**src/hdl/pd_sink_pdo_selector_core_defines.svh**
```systemverilog
// Assertion macros of the PDO selector, used by the tracker module.
`ifndef PD_SINK_PDO_SELECTOR_CORE_DEFINES_SVH
`define PD_SINK_PDO_SELECTOR_CORE_DEFINES_SVH

`ifndef ASSERT_OFF

`define PDS_ASSERT(lbl, clk, rst_n, prop) \
    lbl: assert property (@(posedge clk) disable iff (!rst_n) (prop)) \
        else $error("pdsel assertion failed");

`define PDS_ASSERT_NEXT(lbl, clk, rst_n, ante, cons) \
    lbl: assert property (@(posedge clk) disable iff (!rst_n) (ante) |=> (cons)) \
        else $error("pdsel assertion failed");

`else

`define PDS_ASSERT(lbl, clk, rst_n, prop)

`define PDS_ASSERT_NEXT(lbl, clk, rst_n, ante, cons)

`endif

`endif

```
**src/hdl/pdsel_pkg.sv**
```systemverilog
// Types, constants and helper functions of the PDO selector.
`timescale 1ns / 1ps

package pdsel_pkg;

    localparam int unsigned MAX_PDOS = 7;

    localparam logic [1:0]  PDO_TYPE_FIXED = 2'b00;
    localparam logic [15:0] SAFE_MV        = 16'd5000;

    localparam logic        RST_NEED_MODE  = 1'b0;
    localparam logic [13:0] RST_BOARD_MA   = 14'd500;
    localparam logic [13:0] RST_LOOP_MA    = 14'd0;
    localparam logic [15:0] RST_PREF_MV    = 16'd5000;
    localparam logic [15:0] RST_SPR_MV     = 16'd20000;
    localparam logic [13:0] RST_RDO_MAX_MA = 14'd3000;
    localparam logic        RST_GIVEBACK   = 1'b0;

    typedef enum logic [2:0] {
        CFG_NEED_MODE  = 3'd0,
        CFG_BOARD_MA   = 3'd1,
        CFG_LOOP_MA    = 3'd2,
        CFG_PREF_MV    = 3'd3,
        CFG_SPR_MV     = 3'd4,
        CFG_RDO_MAX_MA = 3'd5,
        CFG_GIVEBACK   = 3'd6
    } pdsel_cfg_idx_t;

    typedef enum logic [1:0] {
        RES_MATCH    = 2'd0,
        RES_FALLBACK = 2'd1,
        RES_NONE     = 2'd2,
        RES_INVALID  = 2'd3
    } pdsel_code_t;

    typedef struct packed {
        logic        need_mode;
        logic [13:0] board_ma;
        logic [13:0] loop_ma;
        logic [15:0] pref_mv;
        logic [15:0] spr_mv;
        logic [13:0] rdo_max_ma;
        logic        giveback;
    } pdsel_cfg_t;

    typedef struct packed {
        logic        vld;
        logic        last;
        logic        fixed;
        logic [15:0] mv;
        logic [13:0] ma;
    } pdsel_word_t;

    // Exact divide by ten for every 15-bit value, low ten bits of the quotient.
    function automatic logic [9:0] div10_lo(input logic [14:0] x);
        logic [31:0] prod;
        prod = 32'(x) * 32'd52429;
        return prod[28:19];
    endfunction

endpackage

```
**src/hdl/pdsel_cfg.sv**
```systemverilog
// Configuration register file of the PDO selector.
`timescale 1ns / 1ps

module pdsel_cfg (
    input  logic                 clk,
    input  logic                 rst_n,
    input  logic                 cfg_valid,
    output logic                 cfg_ready,
    input  logic [2:0]           cfg_index,
    input  logic [15:0]          cfg_data,
    output pdsel_pkg::pdsel_cfg_t cfg
);
    import pdsel_pkg::*;

    pdsel_cfg_t cfg_reg;
    pdsel_cfg_t cfg_next;

    assign cfg_ready = 1'b1;
    assign cfg = cfg_reg;

    always_comb
    begin
        cfg_next = cfg_reg;
        if (cfg_valid)
        begin
            case (pdsel_cfg_idx_t'(cfg_index))
                CFG_NEED_MODE:  cfg_next.need_mode  = cfg_data[0];
                CFG_BOARD_MA:   cfg_next.board_ma   = cfg_data[13:0];
                CFG_LOOP_MA:    cfg_next.loop_ma    = cfg_data[13:0];
                CFG_PREF_MV:    cfg_next.pref_mv    = cfg_data;
                CFG_SPR_MV:     cfg_next.spr_mv     = cfg_data;
                CFG_RDO_MAX_MA: cfg_next.rdo_max_ma = cfg_data[13:0];
                CFG_GIVEBACK:   cfg_next.giveback   = cfg_data[0];
                default:        cfg_next = cfg_reg;
            endcase
        end
    end

    always_ff @(posedge clk or negedge rst_n)
    begin
        if (!rst_n)
        begin
            cfg_reg.need_mode  <= RST_NEED_MODE;
            cfg_reg.board_ma   <= RST_BOARD_MA;
            cfg_reg.loop_ma    <= RST_LOOP_MA;
            cfg_reg.pref_mv    <= RST_PREF_MV;
            cfg_reg.spr_mv     <= RST_SPR_MV;
            cfg_reg.rdo_max_ma <= RST_RDO_MAX_MA;
            cfg_reg.giveback   <= RST_GIVEBACK;
        end
        else
        begin
            cfg_reg <= cfg_next;
        end
    end

endmodule

```
**src/hdl/pdsel_decode.sv**
```systemverilog
// Input register and PDO word decode stage of the PDO selector.
`timescale 1ns / 1ps

module pdsel_decode (
    input  logic                   clk,
    input  logic                   rst_n,
    input  logic                   in_valid,
    output logic                   in_ready,
    input  logic [31:0]            raw_pdo,
    input  logic                   last_item,
    input  logic                   take,
    output pdsel_pkg::pdsel_word_t word
);
    import pdsel_pkg::*;

    logic        s1_vld_reg;
    logic        s1_vld_next;
    logic [31:0] s1_raw_reg;
    logic        s1_last_reg;
    logic        s2_vld_reg;
    logic        s2_vld_next;
    logic        s2_last_reg;
    logic        s2_fixed_reg;
    logic [15:0] s2_mv_reg;
    logic [13:0] s2_ma_reg;
    logic        fixed;
    logic [15:0] mv;
    logic [13:0] ma;

    assign in_ready = !s1_vld_reg || take;

    always_comb
    begin
        fixed = (s1_raw_reg[31:30] == PDO_TYPE_FIXED);
        mv = '0;
        ma = '0;
        if (fixed)
        begin
            mv = 16'(s1_raw_reg[19:10]) * 16'd50;
            ma = 14'(s1_raw_reg[9:0]) * 14'd10;
        end
    end

    always_comb
    begin
        s1_vld_next = s1_vld_reg;
        if (in_ready)
        begin
            s1_vld_next = in_valid;
        end
        s2_vld_next = s2_vld_reg;
        if (take)
        begin
            s2_vld_next = s1_vld_reg;
        end
    end

    always_ff @(posedge clk or negedge rst_n)
    begin
        if (!rst_n)
        begin
            s1_vld_reg <= 1'b0;
            s2_vld_reg <= 1'b0;
        end
        else
        begin
            s1_vld_reg <= s1_vld_next;
            s2_vld_reg <= s2_vld_next;
        end
    end

    always_ff @(posedge clk)
    begin
        if (in_valid && in_ready)
        begin
            s1_raw_reg  <= raw_pdo;
            s1_last_reg <= last_item;
        end
        if (take && s1_vld_reg)
        begin
            s2_last_reg  <= s1_last_reg;
            s2_fixed_reg <= fixed;
            s2_mv_reg    <= mv;
            s2_ma_reg    <= ma;
        end
    end

    assign word = '{vld: s2_vld_reg, last: s2_last_reg, fixed: s2_fixed_reg,
                    mv: s2_mv_reg, ma: s2_ma_reg};

endmodule

```
**src/hdl/pdsel_track.sv**
```systemverilog
// Running best-PDO tracker and result register of the PDO selector.
`timescale 1ns / 1ps
`include "pd_sink_pdo_selector_core_defines.svh"

module pdsel_track #(
    parameter int unsigned MAX_PDO_COUNT = pdsel_pkg::MAX_PDOS
) (
    input  logic                   clk,
    input  logic                   rst_n,
    input  pdsel_pkg::pdsel_cfg_t  cfg,
    input  pdsel_pkg::pdsel_word_t word,
    output logic                   take,
    output logic                   out_valid,
    input  logic                   out_ready,
    output logic [1:0]             result_code,
    output logic [3:0]             chosen_position,
    output logic [15:0]            contract_mv,
    output logic [14:0]            request_ma,
    output logic                   mismatch,
    output logic [31:0]            request_word
);
    import pdsel_pkg::*;

    logic [3:0]  count_reg,      count_next;
    logic        first_bad_reg,  first_bad_next;
    logic        best_vld_reg,   best_vld_next;
    logic [3:0]  best_pos_reg,   best_pos_next;
    logic [15:0] best_mv_reg,    best_mv_next;
    logic [13:0] best_ma_reg,    best_ma_next;
    logic        five_vld_reg,   five_vld_next;
    logic [3:0]  five_pos_reg,   five_pos_next;
    logic [13:0] five_ma_reg,    five_ma_next;

    logic        res_vld_reg,    res_vld_next;
    pdsel_code_t res_code_reg,   res_code_next;
    logic [3:0]  res_pos_reg,    res_pos_next;
    logic [15:0] res_mv_reg,     res_mv_next;
    logic [14:0] res_ma_reg,     res_ma_next;
    logic        res_mis_reg,    res_mis_next;
    logic [31:0] res_word_reg,   res_word_next;

    logic        consume;
    logic        finish;
    logic        live;
    logic        is_safe;
    logic        usable;
    logic        better;
    logic [3:0]  pos;
    logic [14:0] need;
    logic [15:0] target;

    assign take    = !word.vld || !word.last || !res_vld_reg || out_ready;
    assign consume = word.vld && take;
    assign finish  = consume && word.last;

    always_comb
    begin
        need   = 15'(cfg.board_ma) + (cfg.need_mode ? 15'(cfg.loop_ma) : 15'd0);
        target = cfg.need_mode ? cfg.pref_mv : SAFE_MV;
        if (target > cfg.spr_mv)
        begin
            target = cfg.spr_mv;
        end
        live    = (count_reg < 4'(MAX_PDO_COUNT));
        pos     = count_reg + 4'd1;
        is_safe = word.fixed && (word.mv == SAFE_MV);
        usable  = live && word.fixed && (word.mv != 16'd0) && (word.mv <= cfg.spr_mv)
                  && (15'(word.ma) >= need) && (word.mv <= target);
        better  = !best_vld_reg || (word.mv > best_mv_reg)
                  || ((word.mv == best_mv_reg) && (word.ma > best_ma_reg));

        count_next     = (count_reg == 4'd15) ? count_reg : count_reg + 4'd1;
        first_bad_next = first_bad_reg || (live && (count_reg == 4'd0) && !is_safe);
        five_vld_next  = five_vld_reg;
        five_pos_next  = five_pos_reg;
        five_ma_next   = five_ma_reg;
        if (live && is_safe && !five_vld_reg)
        begin
            five_vld_next = 1'b1;
            five_pos_next = pos;
            five_ma_next  = word.ma;
        end
        best_vld_next = best_vld_reg;
        best_pos_next = best_pos_reg;
        best_mv_next  = best_mv_reg;
        best_ma_next  = best_ma_reg;
        if (usable && better)
        begin
            best_vld_next = 1'b1;
            best_pos_next = pos;
            best_mv_next  = word.mv;
            best_ma_next  = word.ma;
        end
    end

    always_comb
    begin
        res_code_next = RES_NONE;
        res_pos_next  = '0;
        res_mv_next   = '0;
        res_ma_next   = '0;
        res_mis_next  = 1'b0;
        res_word_next = '0;
        if (first_bad_next)
        begin
            res_code_next = RES_INVALID;
        end
        else if (best_vld_next)
        begin
            res_pos_next = best_pos_next;
            res_mv_next  = best_mv_next;
            res_ma_next  = need;
            if (cfg.need_mode && (best_mv_next < cfg.pref_mv))
            begin
                res_code_next = RES_FALLBACK;
                res_mis_next  = 1'b1;
            end
            else
            begin
                res_code_next = RES_MATCH;
            end
        end
        else if (five_vld_next)
        begin
            res_code_next = RES_FALLBACK;
            res_pos_next  = five_pos_next;
            res_mv_next   = SAFE_MV;
            res_ma_next   = (15'(five_ma_next) < need) ? 15'(five_ma_next) : need;
            res_mis_next  = 1'b1;
        end
        if (res_pos_next != 4'd0)
        begin
            res_word_next = {1'b0, res_pos_next[2:0], cfg.giveback, res_mis_next, 1'b1,
                             5'd0, div10_lo(res_ma_next), div10_lo(15'(cfg.rdo_max_ma))};
        end
    end

    always_comb
    begin
        res_vld_next = res_vld_reg;
        if (finish)
        begin
            res_vld_next = 1'b1;
        end
        else if (out_ready)
        begin
            res_vld_next = 1'b0;
        end
    end

    always_ff @(posedge clk or negedge rst_n)
    begin
        if (!rst_n)
        begin
            count_reg     <= '0;
            first_bad_reg <= 1'b0;
            best_vld_reg  <= 1'b0;
            best_pos_reg  <= '0;
            best_mv_reg   <= '0;
            best_ma_reg   <= '0;
            five_vld_reg  <= 1'b0;
            five_pos_reg  <= '0;
            five_ma_reg   <= '0;
            res_vld_reg   <= 1'b0;
        end
        else
        begin
            res_vld_reg <= res_vld_next;
            if (finish)
            begin
                count_reg     <= '0;
                first_bad_reg <= 1'b0;
                best_vld_reg  <= 1'b0;
                best_pos_reg  <= '0;
                best_mv_reg   <= '0;
                best_ma_reg   <= '0;
                five_vld_reg  <= 1'b0;
                five_pos_reg  <= '0;
                five_ma_reg   <= '0;
            end
            else if (consume)
            begin
                count_reg     <= count_next;
                first_bad_reg <= first_bad_next;
                best_vld_reg  <= best_vld_next;
                best_pos_reg  <= best_pos_next;
                best_mv_reg   <= best_mv_next;
                best_ma_reg   <= best_ma_next;
                five_vld_reg  <= five_vld_next;
                five_pos_reg  <= five_pos_next;
                five_ma_reg   <= five_ma_next;
            end
        end
    end

    always_ff @(posedge clk)
    begin
        if (finish)
        begin
            res_code_reg <= res_code_next;
            res_pos_reg  <= res_pos_next;
            res_mv_reg   <= res_mv_next;
            res_ma_reg   <= res_ma_next;
            res_mis_reg  <= res_mis_next;
            res_word_reg <= res_word_next;
        end
    end

    assign out_valid       = res_vld_reg;
    assign result_code     = res_code_reg;
    assign chosen_position = res_pos_reg;
    assign contract_mv     = res_mv_reg;
    assign request_ma      = res_ma_reg;
    assign mismatch        = res_mis_reg;
    assign request_word    = res_word_reg;

    `PDS_ASSERT_NEXT(a_clear_after_last, clk, rst_n, finish,
        (count_reg == 4'd0) && !best_vld_reg && !five_vld_reg && !first_bad_reg)
    `PDS_ASSERT(a_best_pos_range, clk, rst_n,
        !best_vld_reg || ((best_pos_reg != 4'd0) && (best_pos_reg <= 4'(MAX_PDO_COUNT))))
    `PDS_ASSERT(a_five_pos_range, clk, rst_n, !five_vld_reg || (five_pos_reg != 4'd0))
    `PDS_ASSERT_NEXT(a_result_held, clk, rst_n, res_vld_reg && !out_ready,
        res_vld_reg && $stable(res_word_reg))
    `PDS_ASSERT(a_word_zero_without_pos, clk, rst_n,
        !res_vld_reg || (res_pos_reg != 4'd0) || (res_word_reg == 32'd0))

endmodule

```
**src/hdl/pd_sink_pdo_selector_core.sv**
```systemverilog
// Top level of the USB PD sink fixed-supply PDO selector.
`timescale 1ns / 1ps

// The block takes one source-capability PDO word per beat, with the last word of the list
// marked, and emits one result beat after that last word with the chosen position, voltage,
// requested current and the encoded request word. Each beat passes an input register, a
// decode register (type, voltage and current scaling) and the tracker that updates the
// running best entry and loads the result register, so one word is accepted every cycle
// unless a last word is held back, and out_valid rises when the last word leaves the decode
// register. While a finished result waits, the words of the next list keep flowing and only
// its last word is held back. Configuration registers are written through their own
// channel, which is always ready, and must only change while no list is in flight.
module pd_sink_pdo_selector_core #(
    parameter int unsigned MAX_PDO_COUNT = pdsel_pkg::MAX_PDOS
) (
    input  logic        clk,
    input  logic        rst_n,
    input  logic        cfg_valid,
    output logic        cfg_ready,
    input  logic [2:0]  cfg_index,
    input  logic [15:0] cfg_data,
    input  logic        in_valid,
    output logic        in_ready,
    input  logic [31:0] raw_pdo,
    input  logic        last_item,
    output logic        out_valid,
    input  logic        out_ready,
    output logic [1:0]  result_code,
    output logic [3:0]  chosen_position,
    output logic [15:0] contract_mv,
    output logic [14:0] request_ma,
    output logic        mismatch,
    output logic [31:0] request_word
);
    import pdsel_pkg::*;

    pdsel_cfg_t  cfg;
    pdsel_word_t word;
    logic        take;

    pdsel_cfg u_cfg (
        .clk       (clk),
        .rst_n     (rst_n),
        .cfg_valid (cfg_valid),
        .cfg_ready (cfg_ready),
        .cfg_index (cfg_index),
        .cfg_data  (cfg_data),
        .cfg       (cfg)
    );

    pdsel_decode u_decode (
        .clk       (clk),
        .rst_n     (rst_n),
        .in_valid  (in_valid),
        .in_ready  (in_ready),
        .raw_pdo   (raw_pdo),
        .last_item (last_item),
        .take      (take),
        .word      (word)
    );

    pdsel_track #(
        .MAX_PDO_COUNT (MAX_PDO_COUNT)
    ) u_track (
        .clk             (clk),
        .rst_n           (rst_n),
        .cfg             (cfg),
        .word            (word),
        .take            (take),
        .out_valid       (out_valid),
        .out_ready       (out_ready),
        .result_code     (result_code),
        .chosen_position (chosen_position),
        .contract_mv     (contract_mv),
        .request_ma      (request_ma),
        .mismatch        (mismatch),
        .request_word    (request_word)
    );

endmodule
```
**config.mk**
```make
export PLATFORM = sky130hd
export DESIGN_NAME = pd_sink_pdo_selector_core
export DESIGN_NICKNAME = d
export VERILOG_FILES = /design/src/hdl/pdsel_pkg.sv /design/src/hdl/pdsel_cfg.sv /design/src/hdl/pdsel_decode.sv /design/src/hdl/pdsel_track.sv /design/src/hdl/pd_sink_pdo_selector_core.sv
export VERILOG_INCLUDE_DIRS = /design/src /design/src/hdl
export SDC_FILE = /design/constraint.sdc
export NUM_CORES = 1
export LEC_CHECK = 0
export BUFFER_PORTS_ARGS = -buffer_cell sky130_fd_sc_hd__buf_4
export CAP_MARGIN = 0
export CORE_MARGIN = 3
export CORE_UTILIZATION = 50
export DETAILED_ROUTE_END_ITERATION = 10
export GPL_TIMING_DRIVEN = 0
export HOLD_SLACK_MARGIN = 0.03
export PLACE_DENSITY = 0.68
export REMOVE_ABC_BUFFERS = 1
export SYNTH_ARGS = -nofsm -noshare
export SYNTH_HDL_FRONTEND = slang
export SYNTH_SLANG_ARGS = --single-unit
```
**constraint.sdc**
```tcl
create_clock -name clk -period 25.7 [get_ports clk]
set_input_delay 3.855 -clock clk [delete_from_list [all_inputs] [get_ports clk]]
set_output_delay 3.855 -clock clk [all_outputs]
set_load 0.05 [all_outputs]
```
# Yosys cells after proc, flatten, opt, wreduce, memory -nomap -nowiden
# Cells that the tools add are included.
# word_totals
reg_bits	273
out_inout_bits	73
# classes
n_addsub	2
n_mul	4
magnitude_cmp	9
n_eq_ne	10
n_mux	48
n_reduce_logical	48
# op_table
op	count
2-to-1 mux 14 bit	7
2-to-1 mux 16 bit	6
2-to-1 mux 15 bit	4
2-to-1 mux 4 bit	12
> comparator 16 bit	2
less-or-equal comparator 16 bit	2
multiplier 14 x 16 -> 29 bit, second input constant	1
multiplier 15 x 16 -> 29 bit, second input constant	1
2-to-1 mux 26 bit	1
AND reduction 2 bit	9
logical AND 1 bit	17
equality test 16 x 13 -> 1 bit, second input constant	1
equality test 16 bit	1
< comparator 16 bit	1
nonzero test 16 bit	1
adder 14 x 15 -> 15 bit	1
>= comparator 14 x 15 -> 1 bit	1
< comparator 14 x 15 -> 1 bit	1
multiplier 10 x 5 -> 15 bit, second input constant	1
2-to-1 mux 1 bit	15
> comparator 14 bit	1
multiplier 10 x 3 -> 13 bit, second input constant	1
2-to-1 mux 13 bit	1
equality test 3 bit, second input constant	3
14 further kinds	30

# Depth between registers and ports, before layout
# Gate-level depths: netlist (run 1).
# logic_depth
word_depth	13
ltp_mapped	53
mapped_depth_nobuf	51

# Modules after synthesis
# A second synthesis (run 1) with hierarchy kept.
# unflattened
hier_cells	2033
hier_area_um2	22120.0
# modules_own_cells
module	instances	cells_each	area_each_um2	seq_area_each_um2
pdsel_track	1	1610	15758.9	3423.3
pdsel_decode	1	254	3285.7	1641.6
pdsel_cfg	1	169	3075.4	1930.6

# Worst setup path before layout (run 1)
# No wires, ideal clock.
# synth_timing
path_kind	register to register
start	register u_cfg.cfg_reg, in the netlist u_cfg.cfg[75]
end	register u_track.res_word_reg[19] (netlist: u_track.request_word[19]) (data pin)
setup_ns	0.266
arrival_ns	10.518
required_time_ns	25.434
setup_slack_ns	14.915
stages_incl_launch_ff	46
path_cell_list	dfrtp_1 > clkbuf_1 > and2_1 > ha_1 > and4_4 > nand3_4 > nor4_4 > a2111oi_4 > nor2_1 > clkbuf_1 > mux2i_1 > ha_1 > a21o_1 > a21oi_1 > o211ai_1 > a2111oi_0 > a311o_1 > o21bai_4 > (+10 left out) > fa_1 > fa_1 > inv_1 > fa_1 > fa_1 > ha_1 > and3_1 > and3b_1 > a211o_1 > a21o_1 > a21o_1 > a21oi_1 > o21ai_0 > a21o_1 > nor3_1 > o211ai_2 > a311oi_1 > o31ai_1
# synth_via
elab_chain_len	10
word_cells_on_any_way	21
# synth_lines
element	line_no	rtl
start: declaration	pdsel_cfg.sv:15	pdsel_cfg_t cfg_reg;
start signal: assignment	pdsel_cfg.sv:53	cfg_reg <= cfg_next;
2-to-1 mux 16 bit or 2-to-1 mux 14 bit (tied branches)	pdsel_track.sv:59, pdsel_track.sv:58	
> comparator 16 bit or adder 14 x 15 -> 15 bit (tied branches)	pdsel_track.sv:60, pdsel_track.sv:58	
2-to-1 mux 16 bit or >= comparator 14 x 15 -> 1 bit (tied branches)	pdsel_track.sv:60, pdsel_track.sv:68	
less-or-equal comparator 16 bit or logical AND 1 bit (tied branches)	pdsel_track.sv:68	&& (15'(word.ma) >= need) && (word.mv <= target);
logical AND 1 bit	pdsel_track.sv:68	
logical AND 1 bit	pdsel_track.sv:87	if (usable && better)
2-to-1 mux 1 bit	pdsel_track.sv:87	
2-to-1 mux 15 bit *	pdsel_track.sv:108	else if (best_vld_next)
2-to-1 mux 15 bit *	pdsel_track.sv:104	if (first_bad_next)
named net u_track.res_ma_next[9]	pdsel_track.sv:38	logic [14:0] res_ma_reg, res_ma_next;
multiplier 15 x 16 -> 29 bit *	pdsel_pkg.sv:57	prod = 32'(x) * 32'd52429;
end signal: assignment	pdsel_track.sv:205	res_word_reg <= res_word_next;
end: declaration	pdsel_track.sv:40	logic [31:0] res_word_reg, res_word_next;
# Mark *: on every way through the listed nets, which the timed path passes. The rest lies on a longest branch.
# A chain may end at the register's enable or synchronous reset.

# Final worst setup path (run 1)
# Ends and elaborated chain as after synthesis.

==> report_table.html, run 1 <==
<table>
<tr><th>Metric</th><th>Value</th></tr>
<tr><th colspan="2">CTS</th></tr>
<tr><td>Post-CTS Setup Repair Bufs</td><td>0</td></tr>
<tr><td>Number of clock buffers inserted by TritonCTS</td><td>31</td></tr>
<tr><td>Maximum root-to-sink buffer count</td><td>3</td></tr>
<tr><td>Clock tree from TritonCTS</td><td>done</td></tr>
<tr><td>CTS clock-pin slew for the worst setup and hold paths</td><td>0.06 ns</td></tr>
<tr><td>Latest clock arrival within the worst-skew pair</td><td>0.60 ns</td></tr>
<tr><td>Cell at the root of the clock tree</td><td>sky130_fd_sc_hd__clkbuf_16</td></tr>
<tr><td>Count of hold-fix buffers inserted at cts</td><td>0</td></tr>
<tr><td>Clock Sink Count</td><td>254</td></tr>
<tr><td>Depth of the CTS H-tree</td><td>1</td></tr>
<tr><td>Number of gates resized after cts</td><td>0</td></tr>
<tr><th colspan="2">STA</th></tr>
<tr><td>Setup clock skew after layout</td><td>0.02008 ns</td></tr>
<tr><td>Relative slew slack</td><td>14.41%</td></tr>
<tr><td>Setup repair after global routing missed its margin</td><td>false</td></tr>
<tr><td>Min Tclk post-route</td><td>13.10 ns</td></tr>
<tr><td>Setup violation total in the final timing report</td><td>0</td></tr>
<tr><td>Share of the clock period used by the worst path after layout</td><td>50.96%</td></tr>
<tr><td>Top achievable clock speed</td><td>76.36 MHz</td></tr>
<tr><td>Number of slew-limit violations in the final report</td><td>0</td></tr>
<tr><td>Slew @ Worst Pin</td><td>1.278 ns</td></tr>
<tr><td>Hold violation count in the final report</td><td>0</td></tr>
<tr><td>Setup TNS Final</td><td>0 ns</td></tr>
<tr><th colspan="2">Critical path</th></tr>
<tr><td>Crit-path most repeated cell</td><td>sky130_fd_sc_hd__a21oi_1</td></tr>
<tr><td>Slowest cell on the critical path</td><td>sky130_fd_sc_hd__dfrtp_1</td></tr>
<tr><td>Critical Path Start Type</td><td>flip-flop</td></tr>
<tr><td>Data arrival time at the worst-slack endpoint</td><td>13.43 ns</td></tr>
<tr><td>Delay contributed by the slowest stage of the critical path</td><td>1.01 ns</td></tr>
<tr><td>Largest driver fanout on the critical path</td><td>32</td></tr>
<tr><td>Category of the worst setup path capture point</td><td>flip-flop</td></tr>
<tr><td>Required time of the worst setup path</td><td>26.03 ns</td></tr>
<tr><td>Type of the setup path with the least slack</td><td>reg -&gt; reg</td></tr>
<tr><th colspan="2">Floorplan</th></tr>
<tr><td>Die Span Y</td><td>212.6 µm</td></tr>
<tr><td>Die area</td><td>45,190 µm²</td></tr>
<tr><td>Core ar.</td><td>42,040 µm²</td></tr>
<tr><td>Number of top-level design ports</td><td>130</td></tr>
<tr><td>DIE WIDTH</td><td>212.6 µm</td></tr>
<tr><td>Starting density of the core</td><td>50.76%</td></tr>
<tr><td>Number of placement rows</td><td>75</td></tr>
<tr><th colspan="2">Placed design</th></tr>
<tr><td>Half-perimeter wire length after placement</td><td>38,170 µm</td></tr>
<tr><td>Routability congestion estimate from global placement</td><td>0.9008</td></tr>
<tr><td>Placed instance count</td><td>2,604</td></tr>
<tr><td>Count of input and output buffers</td><td>112</td></tr>
<tr><th colspan="2">Routing</th></tr>
<tr><td>Total routed wirelength</td><td>48,020 µm</td></tr>
<tr><td>Highest metal layer used by the detailed router</td><td>met4</td></tr>
<tr><td>Routed met3 length</td><td>2596 µm</td></tr>
<tr><td>Initial DRC count</td><td>976</td></tr>
<tr><td>Number of nets with antenna violations after detailed routing</td><td>0</td></tr>
<tr><td>DR vias</td><td>14,718</td></tr>
<tr><td>DRC errors left</td><td>0</td></tr>
<tr><td>Routed wire length per instance</td><td>18.04 µm</td></tr>
<tr><td>DRT Pass-1 Iters</td><td>5</td></tr>
<tr><td>Detail Route met2 WL</td><td>21,850 µm</td></tr>
<tr><td>Per-cell via count in the routed design</td><td>5.529</td></tr>
<tr><td>Met1 Routed Length</td><td>22,310 µm</td></tr>
<tr><th colspan="2">Logic synthesis</th></tr>
<tr><td>Count of distinct cell types in the synthesized netlist</td><td>83</td></tr>
<tr><td>Sequential-to-total area share from yosys stat</td><td>32.67%</td></tr>
<tr><td>Top FF cell, synth</td><td>sky130_fd_sc_hd__edfxtp_1</td></tr>
<tr><td>Library cell with the largest summed area after synthesis</td><td>sky130_fd_sc_hd__ha_1</td></tr>
<tr><td>Ys Warns</td><td>0</td></tr>
<tr><td>Largest cells by area after synthesis</td><td>sky130_fd_sc_hd__ha_1, sky130_fd_sc_hd__edfxtp_1, sky130_fd_sc_hd__dfrtp_1, sky130_fd_sc_hd__fa_1, sky130_fd_sc_hd__inv_1</td></tr>
<tr><td>Synthesized cell area</td><td>21,340 µm²</td></tr>
<tr><td>Top-area cell type share of the netlist area</td><td>22.46%</td></tr>
<tr><td>Post-synthesis register bit count</td><td>254</td></tr>
<tr><td>Number of instances in the synthesized netlist</td><td>1,984</td></tr>
<tr><td>Number of enable-type register cells in the synthesized netlist</td><td>117</td></tr>
<tr><td>Post-synthesis average cell area</td><td>10.76 µm²</td></tr>
<tr><td>Synth async-reset ratio</td><td>53.94%</td></tr>
<tr><td>Most frequent cells after synthesis</td><td>sky130_fd_sc_hd__ha_1, sky130_fd_sc_hd__inv_1, sky130_fd_sc_hd__fa_1, sky130_fd_sc_hd__edfxtp_1, sky130_fd_sc_hd__dfrtp_1</td></tr>
<tr><td>Most frequent cell after synthesis</td><td>sky130_fd_sc_hd__ha_1</td></tr>
<tr><th colspan="2">GRT</th></tr>
<tr><td>Pin count of the biggest net entering global routing</td><td>82</td></tr>
<tr><td>GRT Overall Usage</td><td>22.18%</td></tr>
<tr><td>Number of antenna violations at the first check in global routing</td><td>0</td></tr>
<tr><td>First-pass GRT wire length</td><td>80,100 µm</td></tr>
<tr><td>Congestion Overflow GR</td><td>0</td></tr>
<tr><td>Via count of the first global-routing pass</td><td>15,559</td></tr>
<tr><th colspan="2">Layout</th></tr>
<tr><td>Sequential cell area</td><td>6970 µm²</td></tr>
<tr><td>Final net count</td><td>2,658</td></tr>
<tr><td>Ratio of cells with drive above 1 in the final layout</td><td>13.94%</td></tr>
<tr><td>Layout Area Growth over Synthesis</td><td>12.16%</td></tr>
<tr><td>Fill count</td><td>3,559</td></tr>
<tr><td>Number of flip-flops under the largest register name</td><td>76</td></tr>
<tr><td>Final core utilization</td><td>56.93%</td></tr>
<tr><td>Filler-free cell count of the finished design</td><td>2,662</td></tr>
<tr><td>Multi-input logic area</td><td>13,030 µm²</td></tr>
<tr><td>Count of inserted antenna diode cells</td><td>0</td></tr>
<tr><th colspan="2">Flow run</th></tr>
<tr><td>Max-capacitance violation count</td><td>0</td></tr>
<tr><th colspan="2">Power and ir drop</th></tr>
<tr><td>Pint</td><td>1.544 mW</td></tr>
<tr><td>Overall power of the completed layout</td><td>2.764 mW</td></tr>
<tr><td>Leakage power</td><td>12.12 nW</td></tr>
<tr><td>Combinational group share of total power</td><td>64.8%</td></tr>
<tr><td>Total power density per cell area</td><td>115.5 nW/µm²</td></tr>
<tr><td>Largest voltage drop on the vdd net</td><td>189.5 µV</td></tr>
<tr><td>Relative contribution of sequential cells to total power</td><td>19.2%</td></tr>
<tr><td>Share of total power in the clock network</td><td>16.1%</td></tr>
<tr><td>Sw Pwr</td><td>1.220 mW</td></tr>
<tr><td>Sw Ratio</td><td>44.14%</td></tr>
<tr><th colspan="2">Run status</th></tr>
<tr><td>Run status</td><td>finished, final reports clean</td></tr>
<tr><th colspan="2">Min path</th></tr>
<tr><td>Type of the worst min-delay path</td><td>reg -&gt; reg</td></tr>
</table>
critical path, delay by kind of cell (launching register included):
kind / cells / cell delay, ns
buffers and inverters: 5 / 0.37
and+or+nand+nor: 8 / 2.57
adders and majority gates: 9 / 3.64
AOI/OAI and AO/OA: 24 / 5.06
xor gates and xnor gates: 1 / 0.16
DFF: 1 / 1.01
kinds of logic (layout without fill, tap and decap cells):
logic type	after synthesis	in the layout	synth area share, %
adders and majority gates	503	503	33.72
buffers and inverters	364	498	6.585
and+or+nand+nor	358	358	8.796
AOI/OAI and AO/OA	357	357	11.25
DFF	254	254	32.67
muxes	98	98	4.978
xor gates and xnor gates	48	48	1.970
other	2	7	0.03520
cell usage in the layout, fill, tap and decap left out, drive strengths merged, types with 43 or more instances in the layout:
| cell type | netlist | routed |
|---|---|---|
| a21o | 58 | 58 |
| a21oi | 92 | 92 |
| and2 | 43 | 43 |
| buf | 14 | 123 |
| dfrtp | 114 | 114 |
| edfxtp | 117 | 117 |
| fa | 120 | 120 |
| ha | 383 | 383 |
| inv | 317 | 323 |
| mux2 | 62 | 62 |
| nand2 | 76 | 76 |
| nor2 | 93 | 93 |
| o21ai | 66 | 66 |
final cells by class:
| cell class | instances | area share (%) |
|---|---|---|
| sequential | 254 | 29.13 |
| clock buffer | 34 | 3.377 |
| tap | 539 | 2.818 |
| multi-input combinational | 1371 | 54.46 |
| clock inverter | 24 | 0.9777 |
| inverter | 317 | 4.972 |
| timing repair buffer | 123 | 4.271 |
per-layer routing:
| metal | track usage [%] | vias to the layer above |
|---|---|---|
| met5 | 0 | - |
| met1 | 31.24 | 7154 |
| li1 | - | 7135 |
| met2 | 35.84 | 347 |
| met4 | 5.712 | 0 |
| met3 | 3.748 | 82 |
power by group through the flow:
stage | clock network, mW | logic (mW) | registers, mW
floorplan | 0 | 1.37 | 0.540
global placement | 0 | 1.72 | 0.536
detailed placement | 0 | 1.79 | 0.536
CTS | 0.458 | 1.81 | 0.530
global route | 0.473 | 2.09 | 0.537
finish | 0.444 | 1.79 | 0.530
through the flow:
| stage | setup slack, ns | cell area (µm²) | hold WS, ns |
|---|---|---|---|
| 3_5_place_dp | 12.67 | 22890 | 0.4229 |
| 3_3_place_gp | 12.59 | 22660 | 0.4172 |
| 6_report | 12.60 | 23930 | 0.4359 |
| 2_1_floorplan | 14.67 | 21140 | 0.4003 |
| 5_1_grt | 11.65 | 23930 | 0.4363 |
| 4_1_cts | 12.59 | 23930 | 0.4332 |
path summary, 6_finish.rpt:
kind                            slack (ns)            startpoint  cells past startpoint                       end
worst max-delay path                 12.60         u_cfg.cfg[75]                     47  u_track.request_word[19]
worst min-delay path                  0.44  u_decode.s1_last_reg                      0      u_decode.s2_last_reg
worst max register to register       12.60         u_cfg.cfg[75]                     47  u_track.request_word[19]
worst min register to register        0.44  u_decode.s1_last_reg                      0      u_decode.s2_last_reg
max in group asynchronous            21.69                 rst_n                      2   u_track.best_ma_reg[13]
min in group asynchronous             3.21                 rst_n                      1   u_track.best_mv_reg[15]
Note: power is estimated with default switching activity, not from simulation.
==> run 2: changes to the inputs <==
--- a/config.mk
+++ b/config.mk
@@ -13,7 +13,7 @@
 export DETAILED_ROUTE_END_ITERATION = 10
 export GPL_TIMING_DRIVEN = 0
 export HOLD_SLACK_MARGIN = 0.03
-export PLACE_DENSITY = 0.68
+export PLACE_DENSITY = 0.7
 export REMOVE_ABC_BUFFERS = 1
 export SYNTH_ARGS = -nofsm -noshare
 export SYNTH_HDL_FRONTEND = slang
==> constraint.sdc (replaced) <==
create_clock -name clk -period 11.11 [get_ports clk]
set_input_delay 1.6665 -clock clk [delete_from_list [all_inputs] [get_ports clk]]
set_output_delay 1.6665 -clock clk [all_outputs]
set_load 0.05 [all_outputs]
==> report_table.html, run 2 (same netlist as run 1, synthesis figures left out) <==
<table>
<tr><th>Metric</th><th>Value</th></tr>
<tr><th colspan="2">Flow run</th></tr>
<tr><td>Max-capacitance violation count</td><td>0</td></tr>
<tr><th colspan="2">STA</th></tr>
<tr><td>Top achievable clock speed</td><td>92.95 MHz</td></tr>
<tr><td>Setup clock skew after layout</td><td>0.01848 ns</td></tr>
<tr><td>Hold violation count in the final report</td><td>0</td></tr>
<tr><td>Relative slew slack</td><td>16.48%</td></tr>
<tr><td>Min Tclk post-route</td><td>10.76 ns</td></tr>
<tr><td>Slew @ Worst Pin</td><td>1.253 ns</td></tr>
<tr><td>Setup violation total in the final timing report</td><td>0</td></tr>
<tr><td>Share of the clock period used by the worst path after layout</td><td>96.84%</td></tr>
<tr><td>Number of slew-limit violations in the final report</td><td>0</td></tr>
<tr><th colspan="2">Floorplan</th></tr>
<tr><td>Core ar.</td><td>42,040 µm²</td></tr>
<tr><td>Die area</td><td>45,190 µm²</td></tr>
<tr><td>Number of placement rows</td><td>75</td></tr>
<tr><td>Starting density of the core</td><td>50.76%</td></tr>
<tr><td>DIE WIDTH</td><td>212.6 µm</td></tr>
<tr><td>Die Span Y</td><td>212.6 µm</td></tr>
<tr><td>Number of top-level design ports</td><td>130</td></tr>
<tr><th colspan="2">Layout</th></tr>
<tr><td>Most used cells in the layout excluding fill and tap cells</td><td>sky130_fd_sc_hd__ha_1, sky130_fd_sc_hd__inv_1, sky130_fd_sc_hd__buf_4</td></tr>
<tr><td>Final core utilization</td><td>59.33%</td></tr>
<tr><td>Count of inserted antenna diode cells</td><td>0</td></tr>
<tr><td>Layout Area Growth over Synthesis</td><td>16.89%</td></tr>
<tr><td>Commonest non-fill, non-tap cell in the layout</td><td>sky130_fd_sc_hd__ha_1</td></tr>
<tr><td>Sequential cell area</td><td>6974 µm²</td></tr>
<tr><td>Multi-input logic area</td><td>13,550 µm²</td></tr>
<tr><td>Ratio of cells with drive above 1 in the final layout</td><td>19.49%</td></tr>
<tr><td>Number of flip-flops under the largest register name</td><td>76</td></tr>
<tr><td>Fill count</td><td>3,442</td></tr>
<tr><td>Final net count</td><td>2,716</td></tr>
<tr><th colspan="2">GRT</th></tr>
<tr><td>Congestion Overflow GR</td><td>0</td></tr>
<tr><td>GRT Overall Usage</td><td>22.27%</td></tr>
<tr><td>Via count of the first global-routing pass</td><td>15,602</td></tr>
<tr><td>First-pass GRT wire length</td><td>80,480 µm</td></tr>
<tr><td>Pin count of the biggest net entering global routing</td><td>97</td></tr>
<tr><td>Number of antenna violations at the first check in global routing</td><td>0</td></tr>
<tr><th colspan="2">Routing</th></tr>
<tr><td>Per-cell via count in the routed design</td><td>5.572</td></tr>
<tr><td>Routed wire length per instance</td><td>18.15 µm</td></tr>
<tr><td>DR vias</td><td>15,155</td></tr>
<tr><td>Total routed wirelength</td><td>49,370 µm</td></tr>
<tr><td>DRC errors left</td><td>0</td></tr>
<tr><td>Initial DRC count</td><td>986</td></tr>
<tr><td>Number of nets with antenna violations after detailed routing</td><td>0</td></tr>
<tr><td>DRT Pass-1 Iters</td><td>6</td></tr>
<tr><th colspan="2">Run status</th></tr>
<tr><td>Run status</td><td>finished, final reports clean</td></tr>
<tr><th colspan="2">Critical path</th></tr>
<tr><td>Slowest cell on the critical path</td><td>sky130_fd_sc_hd__fa_2</td></tr>
<tr><td>Worst reg2reg path startpoint</td><td>u_cfg.cfg[75]</td></tr>
<tr><td>Data arrival time at the worst-slack endpoint</td><td>11.11 ns</td></tr>
<tr><td>Worst R2R End</td><td>u_track.request_word[17]</td></tr>
<tr><td>Largest driver fanout on the critical path</td><td>5</td></tr>
<tr><td>Category of the worst setup path capture point</td><td>flip-flop</td></tr>
<tr><td>Delay contributed by the slowest stage of the critical path</td><td>0.59 ns</td></tr>
<tr><td>Crit-path most repeated cell</td><td>sky130_fd_sc_hd__a21o_1</td></tr>
<tr><td>Number of cell instances on the worst register-to-register path</td><td>48</td></tr>
<tr><td>Reg2reg setup slack</td><td>0.35 ns</td></tr>
<tr><td>Critical Path Start Type</td><td>flip-flop</td></tr>
<tr><td>Type of the setup path with the least slack</td><td>reg -&gt; reg</td></tr>
<tr><td>Required time of the worst setup path</td><td>11.46 ns</td></tr>
<tr><th colspan="2">CTS</th></tr>
<tr><td>Clock tree from TritonCTS</td><td>done</td></tr>
<tr><td>Count of hold-fix buffers inserted at cts</td><td>0</td></tr>
<tr><td>Maximum root-to-sink buffer count</td><td>3</td></tr>
<tr><td>Clock Sink Count</td><td>254</td></tr>
<tr><td>CTS clock-pin slew for the worst setup and hold paths</td><td>0.06 ns</td></tr>
<tr><td>Latest clock arrival within the worst-skew pair</td><td>0.60 ns</td></tr>
<tr><td>Cell at the root of the clock tree</td><td>sky130_fd_sc_hd__clkbuf_16</td></tr>
<tr><td>Depth of the CTS H-tree</td><td>1</td></tr>
<tr><td>Number of clock buffers inserted by TritonCTS</td><td>31</td></tr>
<tr><th colspan="2">Power and ir drop</th></tr>
<tr><td>Sw Ratio</td><td>43.99%</td></tr>
<tr><td>Share of total power in the clock network</td><td>15.7%</td></tr>
<tr><td>Relative contribution of sequential cells to total power</td><td>18.6%</td></tr>
<tr><td>Combinational group share of total power</td><td>65.6%</td></tr>
<tr><td>Sw Pwr</td><td>2.889 mW</td></tr>
<tr><td>Total power density per cell area</td><td>263.4 nW/µm²</td></tr>
<tr><td>Largest voltage drop on the vdd net</td><td>438.7 µV</td></tr>
<tr><td>Overall power of the completed layout</td><td>6.569 mW</td></tr>
<tr><td>Leakage power</td><td>12.44 nW</td></tr>
<tr><td>Pint</td><td>3.679 mW</td></tr>
<tr><th colspan="2">Placed design</th></tr>
<tr><td>Count of input and output buffers</td><td>112</td></tr>
<tr><td>Half-perimeter wire length after placement</td><td>38,150 µm</td></tr>
<tr><td>Routability congestion estimate from global placement</td><td>0.8800</td></tr>
<tr><th colspan="2">Min path</th></tr>
<tr><td>Worst min-delay path startpoint</td><td>u_decode.s1_last_reg</td></tr>
<tr><td>End point of the worst hold path</td><td>u_decode.s2_last_reg</td></tr>
<tr><td>Type of the worst min-delay path</td><td>reg -&gt; reg</td></tr>
<tr><td>Worst hold stages</td><td>0</td></tr>
</table>
-- run 2: changes by cell type in the layout (fill, tap and decap cells not counted), moves of 5 or more --
cell / delta
sky130_fd_sc_hd__o22ai_1: -6
sky130_fd_sc_hd__a21oi_2: +6
sky130_fd_sc_hd__fa_2: +7
sky130_fd_sc_hd__ha_1: -12
sky130_fd_sc_hd__inv_2: +10
sky130_fd_sc_hd__fa_1: -7
sky130_fd_sc_hd__buf_6: +5
sky130_fd_sc_hd__ha_4: +10
sky130_fd_sc_hd__inv_1: -11
sky130_fd_sc_hd__buf_4: +49
sky130_fd_sc_hd__a21oi_1: -6
sky130_fd_sc_hd__o22ai_4: +7
-- run 2: final cells by class --
cell class | count | area share, %
Clock inverter | 22 | 0.8378
Sequential cell | 254 | 27.96
Timing Repair Buffer | 180 | 6.040
Inverter | 317 | 4.781
Tap cell | 539 | 2.704
Clock buffer | 36 | 3.356
Multi-Input combinational cell | 1372 | 54.32
-- run 2: timing repair --
item,CTS,global route
cloned,1,0
resized for setup,37,69
pin swaps,17,58
setup endpoints to repair,10,8
buffers inserted,25,31
-- run 2: power groups by stage --
stage	Combinational [mW]	Sequential, mW	Clock, mW
final	4.31	1.22	1.03
after global routing	4.98	1.24	1.10
after CTS	4.28	1.22	1.06
after detailed placement	4.14	1.24	0
after global placement	3.99	1.24	0
after floorplan	3.16	1.25	0
-- run 2: metal layers --
metal / GRT usage (%) / up-vias / part of all wire (%)
met3: 3.335 / 80 / 5.1
met2: 36.34 / 362 / 46
li1: - / 7259 / -
met5: 0 / - / 0
met1: 31.53 / 7454 / 46
met4: 5.299 / 0 / 2.4
-- run 2: per-stage QoR --
step | worst slack [ns] | instance area (µm²) | TNS, ns | hold slack [ns] | cells
floorplan | 0.07505 | 21140 | 0 | 0.4003 | 1942
global placement | -2.041 | 22660 | -15.79 | 0.4099 | 2593
detailed placement | -1.870 | 22890 | -13.61 | 0.4129 | 2604
CTS | 0.007427 | 24330 | 0 | 0.4206 | 2688
global route | -0.1300 | 24940 | -0.2911 | 0.4468 | 2720
finish | 0.3512 | 24940 | 0 | 0.4155 | 2720
-- run 2: how the worst max path moves through the flow --
stage                  start                        to  slack (ns)
6_report       u_cfg.cfg[75]  u_track.request_word[17]        0.35
5_1_grt        u_cfg.cfg[75]  u_track.request_word[17]       -0.13
4_1_cts        u_cfg.cfg[75]  u_track.request_word[18]       0.007
3_5_place_dp   u_cfg.cfg[75]  u_track.request_word[19]       -1.87
3_3_place_gp   u_cfg.cfg[75]  u_track.request_word[18]       -2.04
2_1_floorplan  u_cfg.cfg[75]  u_track.request_word[18]        0.08
-- run 2: critical path, delay by kind of cell, from the launching register on --
family | cells | cell delay [ns]
AOI/OAI and AO/OA | 25 | 4.38
buffers and inverters | 5 | 0.49
and+or+nand+nor | 7 | 1.54
adders and majority gates | 9 | 3.28
xor gates and xnor gates | 2 | 0.29
DFF | 1 | 0.53
==> run 3: changes to the inputs <==
--- a/config.mk
+++ b/config.mk
@@ -17,4 +17,5 @@
 export REMOVE_ABC_BUFFERS = 1
 export SYNTH_ARGS = -nofsm -noshare
 export SYNTH_HDL_FRONTEND = slang
+export SYNTH_HIERARCHICAL = 1
 export SYNTH_SLANG_ARGS = --single-unit
==> report_table.html, run 3 <==
<table>
<tr><th>Metric</th><th>Value</th></tr>
<tr><th colspan="2">Power and ir drop</th></tr>
<tr><td>Relative contribution of sequential cells to total power</td><td>19.6%</td></tr>
<tr><td>Share of total power in the clock network</td><td>15.2%</td></tr>
<tr><td>Combinational group share of total power</td><td>65.3%</td></tr>
<tr><td>Total power density per cell area</td><td>251.7 nW/µm²</td></tr>
<tr><td>Largest voltage drop on the vdd net</td><td>471.5 µV</td></tr>
<tr><td>Sw Ratio</td><td>43.82%</td></tr>
<tr><td>Sw Pwr</td><td>2.774 mW</td></tr>
<tr><td>Leakage power</td><td>12.65 nW</td></tr>
<tr><td>Pint</td><td>3.556 mW</td></tr>
<tr><th colspan="2">GRT</th></tr>
<tr><td>Congestion Overflow GR</td><td>0</td></tr>
<tr><td>Fraction of met1 tracks used by global routing</td><td>29.09%</td></tr>
<tr><td>GRT Overall Usage</td><td>21.79%</td></tr>
<tr><td>Pin count of the biggest net entering global routing</td><td>79</td></tr>
<tr><td>Met2 usage in global routing</td><td>37.16%</td></tr>
<tr><td>First-pass GRT wire length</td><td>82,540 µm</td></tr>
<tr><td>Global-route met3 utilization</td><td>2.454%</td></tr>
<tr><td>Most used routing layer</td><td>met2</td></tr>
<tr><td>Via count of the first global-routing pass</td><td>15,864</td></tr>
<tr><td>Number of antenna violations at the first check in global routing</td><td>0</td></tr>
<tr><th colspan="2">Flow run</th></tr>
<tr><td>Max-capacitance violation count</td><td>0</td></tr>
<tr><th colspan="2">Critical path</th></tr>
<tr><td>Family with the most delay on the worst path</td><td>compound AO/OA/AOI/OAI gates</td></tr>
<tr><td>Type of the setup path with the least slack</td><td>reg -&gt; reg</td></tr>
<tr><td>Largest driver fanout on the critical path</td><td>7</td></tr>
<tr><td>Required time of the worst setup path</td><td>11.42 ns</td></tr>
<tr><td>Slowest cell on the critical path</td><td>sky130_fd_sc_hd__fa_1</td></tr>
<tr><td>Critical Path Start Type</td><td>flip-flop</td></tr>
<tr><td>Category of the worst setup path capture point</td><td>flip-flop</td></tr>
<tr><td>Delay contributed by the slowest stage of the critical path</td><td>0.58 ns</td></tr>
<tr><td>Data arrival time at the worst-slack endpoint</td><td>11.13 ns</td></tr>
<tr><td>Number of buffers and inverters on the critical path</td><td>4</td></tr>
<tr><th colspan="2">Logic synthesis</th></tr>
<tr><td>Number of instances in the synthesized netlist</td><td>2,033</td></tr>
<tr><td>Top-area cell type share of the netlist area</td><td>22.17%</td></tr>
<tr><td>Most frequent cell after synthesis</td><td>sky130_fd_sc_hd__ha_1</td></tr>
<tr><td>Sequential-to-total area share from yosys stat</td><td>31.63%</td></tr>
<tr><td>Post-synthesis average cell area</td><td>10.88 µm²</td></tr>
<tr><td>Largest cells by area after synthesis</td><td>sky130_fd_sc_hd__ha_1, sky130_fd_sc_hd__edfxtp_1, sky130_fd_sc_hd__dfrtp_1, sky130_fd_sc_hd__fa_1, sky130_fd_sc_hd__inv_1</td></tr>
<tr><td>Most frequent cells after synthesis</td><td>sky130_fd_sc_hd__ha_1, sky130_fd_sc_hd__inv_1, sky130_fd_sc_hd__fa_1, sky130_fd_sc_hd__edfxtp_1, sky130_fd_sc_hd__dfrtp_1</td></tr>
<tr><td>Post-synthesis register bit count</td><td>255</td></tr>
<tr><td>Synthesized cell area</td><td>22,120 µm²</td></tr>
<tr><td>Library cell with the largest summed area after synthesis</td><td>sky130_fd_sc_hd__ha_1</td></tr>
<tr><td>Count of distinct cell types in the synthesized netlist</td><td>96</td></tr>
<tr><td>Top FF cell, synth</td><td>sky130_fd_sc_hd__edfxtp_1</td></tr>
<tr><td>Ys Warns</td><td>6</td></tr>
<tr><td>Synth async-reset ratio</td><td>54.12%</td></tr>
<tr><td>Number of enable-type register cells in the synthesized netlist</td><td>117</td></tr>
<tr><th colspan="2">Routing</th></tr>
<tr><td>Per-cell via count in the routed design</td><td>5.601</td></tr>
<tr><td>Routed wire length per instance</td><td>18.58 µm</td></tr>
<tr><td>DRC errors left</td><td>0</td></tr>
<tr><td>DRT Pass-1 Iters</td><td>5</td></tr>
<tr><td>Number of nets with antenna violations after detailed routing</td><td>0</td></tr>
<tr><td>Total routed wirelength</td><td>51,600 µm</td></tr>
<tr><td>DR vias</td><td>15,555</td></tr>
<tr><td>Initial DRC count</td><td>902</td></tr>
<tr><th colspan="2">STA</th></tr>
<tr><td>Share of the clock period used by the worst path after layout</td><td>97.35%</td></tr>
<tr><td>Relative slew slack</td><td>19.17%</td></tr>
<tr><td>Setup clock skew after layout</td><td>0.02305 ns</td></tr>
<tr><td>Setup violation total in the final timing report</td><td>0</td></tr>
<tr><td>Min Tclk post-route</td><td>10.82 ns</td></tr>
<tr><td>Least setup slack across all paths after layout</td><td>0.2940 ns</td></tr>
<tr><td>Number of slew-limit violations in the final report</td><td>0</td></tr>
<tr><td>Top achievable clock speed</td><td>92.46 MHz</td></tr>
<tr><td>Worst-case hold slack</td><td>0.4264 ns</td></tr>
<tr><td>Slew @ Worst Pin</td><td>1.210 ns</td></tr>
<tr><td>Hold violation count in the final report</td><td>0</td></tr>
<tr><th colspan="2">Placed design</th></tr>
<tr><td>Minimum setup slack after placement</td><td>-2.454 ns</td></tr>
<tr><td>Routability congestion estimate from global placement</td><td>0.8845</td></tr>
<tr><td>Half-perimeter wire length after placement</td><td>40,620 µm</td></tr>
<tr><td>Placed instance count</td><td>2,692</td></tr>
<tr><td>Count of input and output buffers</td><td>112</td></tr>
<tr><th colspan="2">Floorplan</th></tr>
<tr><td>Die area</td><td>46,800 µm²</td></tr>
<tr><td>Number of placement rows</td><td>76</td></tr>
<tr><td>Starting density of the core</td><td>51.01%</td></tr>
<tr><td>DIE WIDTH</td><td>216.3 µm</td></tr>
<tr><td>Core ar.</td><td>43,360 µm²</td></tr>
<tr><td>Number of top-level design ports</td><td>130</td></tr>
<tr><td>Die Span Y</td><td>216.3 µm</td></tr>
<tr><th colspan="2">Layout</th></tr>
<tr><td>Filler-free cell count of the finished design</td><td>2,777</td></tr>
<tr><td>Layout Area Growth over Synthesis</td><td>13.70%</td></tr>
<tr><td>Final net count</td><td>2,735</td></tr>
<tr><td>Final core utilization</td><td>58.00%</td></tr>
<tr><td>Commonest non-fill, non-tap cell in the layout</td><td>sky130_fd_sc_hd__ha_1</td></tr>
<tr><td>Ratio of cells with drive above 1 in the final layout</td><td>18.22%</td></tr>
<tr><td>Most used cells in the layout excluding fill and tap cells</td><td>sky130_fd_sc_hd__ha_1, sky130_fd_sc_hd__inv_1, sky130_fd_sc_hd__buf_4</td></tr>
<tr><td>Number of flip-flops under the largest register name</td><td>76</td></tr>
<tr><td>Fill count</td><td>3,666</td></tr>
<tr><th colspan="2">CTS</th></tr>
<tr><td>Number of clock buffers inserted by TritonCTS</td><td>29</td></tr>
<tr><td>CTS clock-pin slew for the worst setup and hold paths</td><td>0.06 ns</td></tr>
<tr><td>Maximum root-to-sink buffer count</td><td>3</td></tr>
<tr><td>Clock tree from TritonCTS</td><td>done</td></tr>
<tr><td>Count of hold-fix buffers inserted at cts</td><td>0</td></tr>
<tr><td>Latest clock arrival within the worst-skew pair</td><td>0.58 ns</td></tr>
<tr><td>Depth of the CTS H-tree</td><td>1</td></tr>
<tr><td>Cell at the root of the clock tree</td><td>sky130_fd_sc_hd__clkbuf_16</td></tr>
<tr><td>Clock Sink Count</td><td>255</td></tr>
<tr><th colspan="2">Run status</th></tr>
<tr><td>Run status</td><td>finished, final reports clean</td></tr>
<tr><th colspan="2">Min path</th></tr>
<tr><td>Type of the worst min-delay path</td><td>reg -&gt; reg</td></tr>
</table>
-- run 3: changes by cell type after synthesis, moves of 8 or more --
cell,previous run,this run
sky130_fd_sc_hd__a21oi_1,92,76
sky130_fd_sc_hd__ha_1,383,392
sky130_fd_sc_hd__buf_6,0,8
sky130_fd_sc_hd__mux2_2,61,48
sky130_fd_sc_hd__a21o_1,58,33
sky130_fd_sc_hd__xnor2_1,32,23
sky130_fd_sc_hd__nand3_1,17,26
sky130_fd_sc_hd__nor2_1,93,76
sky130_fd_sc_hd__clkbuf_1,33,22
sky130_fd_sc_hd__mux2i_1,36,55
sky130_fd_sc_hd__mux2_4,1,30
-- run 3: power groups by stage --
stage	clock (mW)	sequential [mW]	combinational [mW]
2_1_floorplan	0	1.27	3.06
3_3_place_gp	0	1.26	3.85
3_5_place_dp	0	1.26	4.00
4_1_cts	0.988	1.24	4.11
5_1_grt	1.02	1.26	4.78
6_report	0.961	1.24	4.13
-- run 3: cells by family after synthesis --
family	share of synthesized area (%)
mux	7.031
flops	31.63
buf+inv	6.805
simple gates	9.118
compound gates	10.84
other cells	0.05090
xor+xnor	1.584
fa+ha+maj	32.94
-- run 3: timing repair --
action,in CTS,in global routing
setup buffers,13,14
pin swaps,5,10
resized for setup,31,49
gates cloned,1,1
endpoints found under the setup margin,10,10
-- run 3: layout make-up --
type	instances	area [µm²]	share of cell area (%)
Antenna cell	2	5.005	0.01990
Clock buffer	41	882.1	3.507
Clock inverter	13	93.84	0.3731
Inverter	313	1182	4.701
Multi-Input combinational cell	1422	14080	56.00
Sequential cell	255	6999	27.83
Tap cell	585	732.0	2.910
Timing Repair Buffer	146	1171	4.656
-- run 3: final timing paths --
check / from / depth (start not counted) / slack, ns / end
min in group asynchronous: rst_n / 1 / 1.07 / u_cfg/cfg[41]
max reg2reg: u_cfg/cfg[75] / 40 / 0.29 / u_track/request_word[16]
max in group asynchronous: rst_n / 2 / 9.22 / u_cfg/cfg[69]
max: u_cfg/cfg[75] / 40 / 0.29 / u_track/request_word[16]
min: u_decode/s1_last_reg / 0 / 0.43 / u_decode/s2_last_reg
min reg2reg: u_decode/s1_last_reg / 0 / 0.43 / u_decode/s2_last_reg
-- run 3: through the flow --
step	area [µm²]	TNS [ns]	power (mW)
finish	25150	0	6.331
global route	25150	-0.2135	7.063
CTS	24780	0	6.340
detailed placement	23530	-21.25	5.259
global placement	23390	-27.54	5.110
floorplan	21810	-1.816	4.321
-- run 3: layer usage --
| metal | routed length, µm | share of wire, % | vias to the layer above |
|---|---|---|---|
| li1 | - | - | 7441 |
| met4 | 1988 | 3.9 | 0 |
| met1 | 22800 | 44 | 7649 |
| met2 | 24780 | 48 | 347 |
| met3 | 2025 | 3.9 | 118 |
| met5 | 0 | 0 | - |
